`src/tga_pkg.sv`:
```
// Shared types and codes for the TGA RLE image decoder.
package tga_pkg;

	localparam logic [1:0] KIND_SIZE     = 2'd0;
	localparam logic [1:0] KIND_PIXEL    = 2'd1;
	localparam logic [1:0] KIND_BAD_TYPE = 2'd2;
	localparam logic [1:0] KIND_BAD_BPP  = 2'd3;

	localparam logic [7:0] TYPE_RAW = 8'd2;
	localparam logic [7:0] TYPE_RLE = 8'd10;

	localparam logic [4:0] HDR_ID_LEN   = 5'd0;
	localparam logic [4:0] HDR_TYPE     = 5'd2;
	localparam logic [4:0] HDR_WIDTH_LO = 5'd12;
	localparam logic [4:0] HDR_WIDTH_HI = 5'd13;
	localparam logic [4:0] HDR_HEIGHT_LO = 5'd14;
	localparam logic [4:0] HDR_HEIGHT_HI = 5'd15;
	localparam logic [4:0] HDR_BPP      = 5'd16;
	localparam logic [4:0] HDR_LAST     = 5'd17;

	typedef struct packed {
		logic [1:0]  kind;
		logic [15:0] image_width;
		logic [15:0] image_height;
		logic [7:0]  red;
		logic [7:0]  green;
		logic [7:0]  blue;
		logic [7:0]  alpha;
		logic        has_alpha;
		logic [7:0]  repeat_count;
		logic        last_pixel;
	} result_t;

endpackage

```
`src/tga_rle_image_decoder.sv`:
```
// TGA file byte stream decoder: header parse, ID skip, raw and RLE pixel runs.
// Result beats are registered: the beat that an accepted file byte completes is written into
// the output register, or into the skid register while the output is held.
// Throughput: one file byte per cycle while the skid entry is empty; a two-entry output stage
// (register plus skid) keeps input flowing while one result waits downstream.
// Reset (arst_n low): parser returns to header phase, all counters cleared, output empty.
module tga_rle_image_decoder (
	input  logic        clk,
	input  logic        arst_n,
	input  logic        in_valid,
	output logic        in_ready,
	input  logic [7:0]  file_byte,
	input  logic        start_of_file,
	output logic        out_valid,
	input  logic        out_ready,
	output logic [1:0]  kind,
	output logic [15:0] image_width,
	output logic [15:0] image_height,
	output logic [7:0]  red,
	output logic [7:0]  green,
	output logic [7:0]  blue,
	output logic [7:0]  alpha,
	output logic        has_alpha,
	output logic [7:0]  repeat_count,
	output logic        last_pixel
);

	// parser phases
	localparam logic [2:0] PH_HEADER = 3'd0;
	localparam logic [2:0] PH_IDSKIP = 3'd1;
	localparam logic [2:0] PH_PACKET = 3'd2;
	localparam logic [2:0] PH_PIXEL  = 3'd3;
	localparam logic [2:0] PH_IDLE   = 3'd4;

	// parser state
	logic [2:0]  phase_q, phase_d;
	logic [4:0]  hdr_idx_q, hdr_idx_d;
	logic [7:0]  id_skip_q, id_skip_d;
	logic [7:0]  img_type_q, img_type_d;
	logic [15:0] width_q, width_d;
	logic [15:0] height_q, height_d;
	logic [4:0]  bpp_q, bpp_d;
	logic        run_q, run_d;
	logic [7:0]  ppl_q, ppl_d;           // pixels left in current packet
	logic [7:0]  pix_q [3];              // B, G, R bytes of the pixel being gathered
	logic [7:0]  pix_d [3];
	logic [1:0]  pix_idx_q, pix_idx_d;
	logic [31:0] remain_q, remain_d;     // pixels still owed to the image

	// output stage: main register plus skid
	tga_pkg::result_t out_q, skid_q, res;
	logic             out_valid_q, skid_valid_q;
	logic             produce;

	logic        accept;
	logic [2:0]  phase_eff;
	logic [4:0]  hdr_idx_eff;
	logic [31:0] area;
	logic        is_rle;
	logic        pix_done;
	logic        run_last;
	logic [7:0]  rep;
	logic        last;
	logic [31:0] remain_after;

	assign in_ready = !skid_valid_q;
	assign accept   = in_valid && in_ready;

	assign area   = 32'(width_q) * 32'(height_q);
	assign is_rle = (img_type_q == tga_pkg::TYPE_RLE);

	// final byte of a pixel when index + 1 reaches bytes per pixel
	assign pix_done = ({3'b000, pix_idx_q} + 5'd1) >= bpp_q;

	// a run that covers the rest of the image is clamped to what remains
	assign run_last     = ({24'd0, ppl_q} >= remain_q);
	assign last         = (is_rle && run_q) ? run_last : (remain_q == 32'd1);
	assign rep          = (is_rle && run_q) ? (run_last ? remain_q[7:0] : ppl_q) : 8'd1;
	assign remain_after = remain_q - 32'(rep);

	always_comb begin
		phase_d    = phase_q;
		hdr_idx_d  = hdr_idx_q;
		id_skip_d  = id_skip_q;
		img_type_d = img_type_q;
		width_d    = width_q;
		height_d   = height_q;
		bpp_d      = bpp_q;
		run_d      = run_q;
		ppl_d      = ppl_q;
		pix_d      = pix_q;
		pix_idx_d  = pix_idx_q;
		remain_d   = remain_q;
		produce    = 1'b0;
		res        = '0;

		// new file restarts the header parse
		phase_eff   = start_of_file ? PH_HEADER : phase_q;
		hdr_idx_eff = start_of_file ? 5'd0 : hdr_idx_q;

		if (accept) begin
			phase_d   = phase_eff;
			hdr_idx_d = hdr_idx_eff;
			unique case (phase_eff)
				PH_HEADER: begin
					unique case (hdr_idx_eff)
						tga_pkg::HDR_ID_LEN:    id_skip_d = file_byte;
						tga_pkg::HDR_TYPE:      img_type_d = file_byte;
						tga_pkg::HDR_WIDTH_LO:  width_d[7:0] = file_byte;
						tga_pkg::HDR_WIDTH_HI:  width_d[15:8] = file_byte;
						tga_pkg::HDR_HEIGHT_LO: height_d[7:0] = file_byte;
						tga_pkg::HDR_HEIGHT_HI: height_d[15:8] = file_byte;
						tga_pkg::HDR_BPP:       bpp_d = file_byte[7:3];
						default: ;
					endcase
					if (hdr_idx_eff < tga_pkg::HDR_LAST) begin
						hdr_idx_d = hdr_idx_eff + 5'd1;
					end else begin
						hdr_idx_d = 5'd0;
						produce   = 1'b1;
						if (img_type_q != tga_pkg::TYPE_RAW && !is_rle) begin
							res.kind = tga_pkg::KIND_BAD_TYPE;
							phase_d  = PH_IDLE;
						end else if (bpp_q != 5'd3 && bpp_q != 5'd4) begin
							res.kind = tga_pkg::KIND_BAD_BPP;
							phase_d  = PH_IDLE;
						end else begin
							res.kind         = tga_pkg::KIND_SIZE;
							res.image_width  = width_q;
							res.image_height = height_q;
							remain_d  = area;
							run_d     = 1'b0;
							ppl_d     = 8'd0;
							pix_idx_d = 2'd0;
							// empty image reads no pixel data
							if (width_q == 16'd0 || height_q == 16'd0)
								phase_d = PH_IDLE;
							else if (id_skip_q != 8'd0)
								phase_d = PH_IDSKIP;
							else
								phase_d = is_rle ? PH_PACKET : PH_PIXEL;
						end
					end
				end
				PH_IDSKIP: begin
					id_skip_d = id_skip_q - 8'd1;
					if (id_skip_q == 8'd1) begin
						pix_idx_d = 2'd0;
						phase_d   = is_rle ? PH_PACKET : PH_PIXEL;
					end
				end
				PH_PACKET: begin
					// raw: low bits + 1 pixels; run: (byte - 127) repeats, same sum
					run_d     = file_byte[7];
					ppl_d     = {1'b0, file_byte[6:0]} + 8'd1;
					pix_idx_d = 2'd0;
					phase_d   = PH_PIXEL;
				end
				PH_PIXEL: begin
					if (!pix_done) begin
						pix_d[pix_idx_q] = file_byte;
						pix_idx_d        = pix_idx_q + 2'd1;
					end else begin
						produce          = 1'b1;
						res.kind         = tga_pkg::KIND_PIXEL;
						res.blue         = pix_q[0];
						res.green        = pix_q[1];
						res.red          = (bpp_q == 5'd4) ? pix_q[2] : file_byte;
						res.alpha        = (bpp_q == 5'd4) ? file_byte : 8'd0;
						res.has_alpha    = (bpp_q == 5'd4);
						res.repeat_count = rep;
						res.last_pixel   = last;
						remain_d         = remain_after;
						pix_idx_d        = 2'd0;
						if (is_rle && run_q)
							ppl_d = 8'd0;
						else if (is_rle && ppl_q != 8'd0)
							ppl_d = ppl_q - 8'd1;
						if (last)
							phase_d = PH_IDLE;
						else if (is_rle && (run_q || ppl_q <= 8'd1))
							phase_d = PH_PACKET;
						else
							phase_d = PH_PIXEL;
					end
				end
				default: ;   // idle: bytes ignored until start of file
			endcase
		end
	end

	always_ff @(posedge clk or negedge arst_n) begin
		if (!arst_n) begin
			phase_q    <= PH_HEADER;
			hdr_idx_q  <= '0;
			id_skip_q  <= '0;
			img_type_q <= '0;
			width_q    <= '0;
			height_q   <= '0;
			bpp_q      <= '0;
			run_q      <= 1'b0;
			ppl_q      <= '0;
			pix_idx_q  <= '0;
			remain_q   <= '0;
		end else begin
			phase_q    <= phase_d;
			hdr_idx_q  <= hdr_idx_d;
			id_skip_q  <= id_skip_d;
			img_type_q <= img_type_d;
			width_q    <= width_d;
			height_q   <= height_d;
			bpp_q      <= bpp_d;
			run_q      <= run_d;
			ppl_q      <= ppl_d;
			pix_idx_q  <= pix_idx_d;
			remain_q   <= remain_d;
		end
	end

	// pixel byte lanes are payload only
	always_ff @(posedge clk) begin
		pix_q <= pix_d;
	end

	// output stage control
	always_ff @(posedge clk or negedge arst_n) begin
		if (!arst_n) begin
			out_valid_q  <= 1'b0;
			skid_valid_q <= 1'b0;
		end else begin
			if (out_valid_q && !out_ready) begin
				if (produce)
					skid_valid_q <= 1'b1;
			end else begin
				out_valid_q  <= skid_valid_q || produce;
				skid_valid_q <= skid_valid_q && produce;
			end
		end
	end

	always_ff @(posedge clk) begin
		if (out_valid_q && !out_ready) begin
			if (produce)
				skid_q <= res;
		end else begin
			if (skid_valid_q) begin
				out_q <= skid_q;
				if (produce)
					skid_q <= res;
			end else if (produce) begin
				out_q <= res;
			end
		end
	end

	assign out_valid    = out_valid_q;
	assign kind         = out_q.kind;
	assign image_width  = out_q.image_width;
	assign image_height = out_q.image_height;
	assign red          = out_q.red;
	assign green        = out_q.green;
	assign blue         = out_q.blue;
	assign alpha        = out_q.alpha;
	assign has_alpha    = out_q.has_alpha;
	assign repeat_count = out_q.repeat_count;
	assign last_pixel   = out_q.last_pixel;

endmodule
```
`config.mk`:
```
export PLATFORM = sky130hd
export DESIGN_NAME = tga_rle_image_decoder
export DESIGN_NICKNAME = d
export VERILOG_FILES = /design/src/tga_pkg.sv /design/src/tga_rle_image_decoder.sv
export SDC_FILE = /design/constraint.sdc
export NUM_CORES = 1
export LEC_CHECK = 0
export ABC_AREA = 1
export BUFFER_PORTS_ARGS = -buffer_cell sky130_fd_sc_hd__buf_2
export CORE_UTILIZATION = 55
export DETAILED_ROUTE_END_ITERATION = 8
export PLACE_DENSITY = 0.72
export SLEW_MARGIN = 15
export SYNTH_ARGS = -nofsm -noshare
export SYNTH_HDL_FRONTEND = slang
export SYNTH_SLANG_ARGS = --single-unit
```
`constraint.sdc`:
```
create_clock -name clk -period 7.1 [get_ports clk]
set_input_delay 0.71 -clock clk [delete_from_list [all_inputs] [get_ports clk]]
set_output_delay 0.71 -clock clk [all_outputs]
set_load 0.01 [all_outputs]
```
==> results_dict.tcl <==
set metrics [dict create \
    yosys.area.top_type_share 0.227 \
    path_cells "nand2_1 > fa_1 > inv_1 > fa_1 > inv_1 > fa_1 > inv_1 > fa_1 > fa_1 > inv_1 > fa_1 > inv_1 > ha_1 > nand2_1 > inv_1 > a21oi_1 > nand3_1 > o21ai_0 > a31oi_1" \
    vias 18763 \
    synth_cell_types 48 \
    drc 0 \
    synth_top_cell_by_area "edfxtp_1" \
    core_um2 41900 \
    setup-violations-final 0 \
    cts_setup_buffers 0 \
    dp_slack_ps 667 \
    outcome "finished clean" \
    synthMuxAreaShare 0 \
    clock_path_buffers 3 \
    die_area_um2 43200 \
    vias_per_cell 5.42 \
    clkLatencyLatePin_ps 580 \
    finalNetCount 3248 \
    die_w_um 208 \
    cap_viol_max_count 0 \
    grt_max_degree 78 \
    ctsHtreeMaxLevel 1 \
    grt_setup_unrepaired "no" \
    stdcell_area_um2 25100 \
    synth_common_cells "nand2_1, inv_1, nor2_1" \
    antenna_found_initial 0 \
    grt.total_usage 0.281 \
    grt_pass1_vias 18937 \
    timing.final.crit_share 0.919 \
    critical_path_depth 19 \
    min_path_type "in2async" \
    end_kind "register" \
    grt-ovfl-total 0 \
    power.total_mw 5.15 \
    post_synth_fa_ha_maj_area_fraction 0.241 \
    grt_pass1_wl_um 97300 \
    cp_slowest_stage_delay_ps 940 \
    detailed_place_hpwl_um 44500 \
    dr.pass1.iters 5 \
    drt_iter0_markers 1414 \
    cp_num_buf_inv 6 \
    r2r_cells 19 \
    antenna_cells 0 \
    synth_nets 3228 \
    clock-sinks 282 \
    synth.area.top_cells "edfxtp_1, fa_1, nand2_1" \
    synth-simple-area-share 0.226 \
    crit_type "reg2reg" \
    postRouteAntennaNets 0 \
    synth-seq-cells 282 \
    wirelength_um 59100 \
    ys_warn_count 0 \
    syn_area_um2 23300 \
    postLayoutCoreUtil 0.599 \
    cts_hold_buf 0 \
    postPlaceCellArea_um2 24100 \
    drive_gt1_frac 0.0721 \
    fmax_ghz 0.153 \
    worst_path_max_delay_cell "dfrtp_1" \
    cts_tree "built" \
    areaGrowthSynthToFinish_pct 7.50 \
    start_kind "register" \
    ys_seq_area_frac 0.340 \
    worst_pin_slew_ps 980 \
    cts_made_buffers 29 \
    tns_ps 0 \
    synth_xor_area_frac 0.00676 \
    clk_pin_slew_ps 70 \
    arrival_ps 6940 \
    skew_ps 30.5 \
    startpoint "width_q[7]$_DFFE_PN0P_" \
    port_buffers 90 \
    final.min_clock_period_ps 6530 \
    synth_ff_type "edfxtp_1" \
    nFillCells 3609 \
    synth_top_family_by_area "adder cells" \
    wl_per_cell_um 17.1 \
    slew_headroom 0.347 \
    p_leak_nw 13.2 \
    p_per_area_nw_per_um2 205 \
    crit_required_ps 7510 \
    fin_ws_ps 572 \
    start_util 0.557 \
    gp_congestion 0.957 \
    synth_compound_area_frac 0.0638 \
    critPathMaxFanout 18 \
    synth_edf_count 176 \
    die_h_um 208 \
    ios 91 \
    synth-async-reset-ratio 0.376 \
    crit_family "adder cells" \
    slew_violations 0 \
    vdd_ir_drop_max_v 0.000221 \
    hold_violations 0 \
    yosysMostFrequentCell "nand2_1" \
    r2r-start "width_q[7]$_DFFE_PN0P_" \
    rows 75 \
    clockRootBuffer "clkbuf_16" \
    syn_avg_cell_area_um2 8.09 \
    netlist_instances 2883 \
    post_cts_resized 0 \
]
[state kept, by name, summed over array words and instances, names as in the netlist, 16 cells and up]
name	flops
height_q	16
image_height	16
image_width	16
pix_q	24
remain_q	32
skid_q	76
width_q	16
[stage by stage]
step	hold slack, ps	instances
after global placement	467	3410
after floorplan	414	2883
final	245	3465
after CTS	261	3464
after detailed placement	476	3410
after global routing	297	3465
[placed cells by master (no fill, tap or decap), types with 5 or more instances in the layout]
cell,n
a21o_1,33
a21oi_1,48
a31oi_1,12
buf_2,89
buf_4,13
clkbuf_1,5
clkbuf_16,29
dfrtp_1,105
edfxtp_1,176
fa_1,195
ha_1,137
inv_1,618
inv_2,8
nand2_1,772
nand2_2,9
nand3_1,155
nand4_1,40
nor2_1,198
nor2_2,5
nor2_4,5
nor3_1,30
nor3_2,18
o211ai_1,6
o21ai_0,133
o21ai_1,14
xnor2_1,6
xor2_1,12
[logic make-up after synthesis]
kind of cell | Yosys count
xor gates and xnor gates | 18
DFF | 282
AOI/OAI and AO/OA | 264
buffers and inverters | 742
adders and majority gates | 332
and+or+nand+nor | 1245
[where the power goes]
| part | switching [mW] | internal, mW |
|---|---|---|
| registers | 0.187 | 1.93 |
| logic | 0.983 | 0.460 |
| clock network | 0.687 | 0.898 |
| total | 1.86 | 3.29 |
[final timing paths]
kind | end | slack, ps
max in group asynchronous | skid_valid_q$_DFFE_PN0P_ | 5540
setup reg to reg | remain_q[15]$_DFFE_PN0P_ | 570
hold / removal | remain_q[11]$_DFFE_PN0P_ | 250
hold reg to reg | img_type_q[1]$_DFFE_PN0P_ | 490
min in group clk | skid_valid_q$_DFFE_PN0P_ | 390
setup / recovery | remain_q[15]$_DFFE_PN0P_ | 570
[cell type report]
type                            count  area, um^2  area share
Clock inverter                     18         214     0.00853
Multi-Input combinational cell   1859       12500       0.500
Timing Repair Buffer              103         571      0.0228
Tap cell                          539         674      0.0269
Sequential cell                   282        7940       0.317
Clock buffer                       36         772      0.0308
Inverter                          628        2360      0.0942
[routing by layer]
metal  track usage  wire length (um)  vias to the layer above
li1              -                 -                     8914
met1         0.381             25400                     9076
met2         0.464             27900                      662
met3        0.0456              4090                      111
met4        0.0904              1750                        0
met5             0                 0                        -
(Power assumes the default switching activity.)
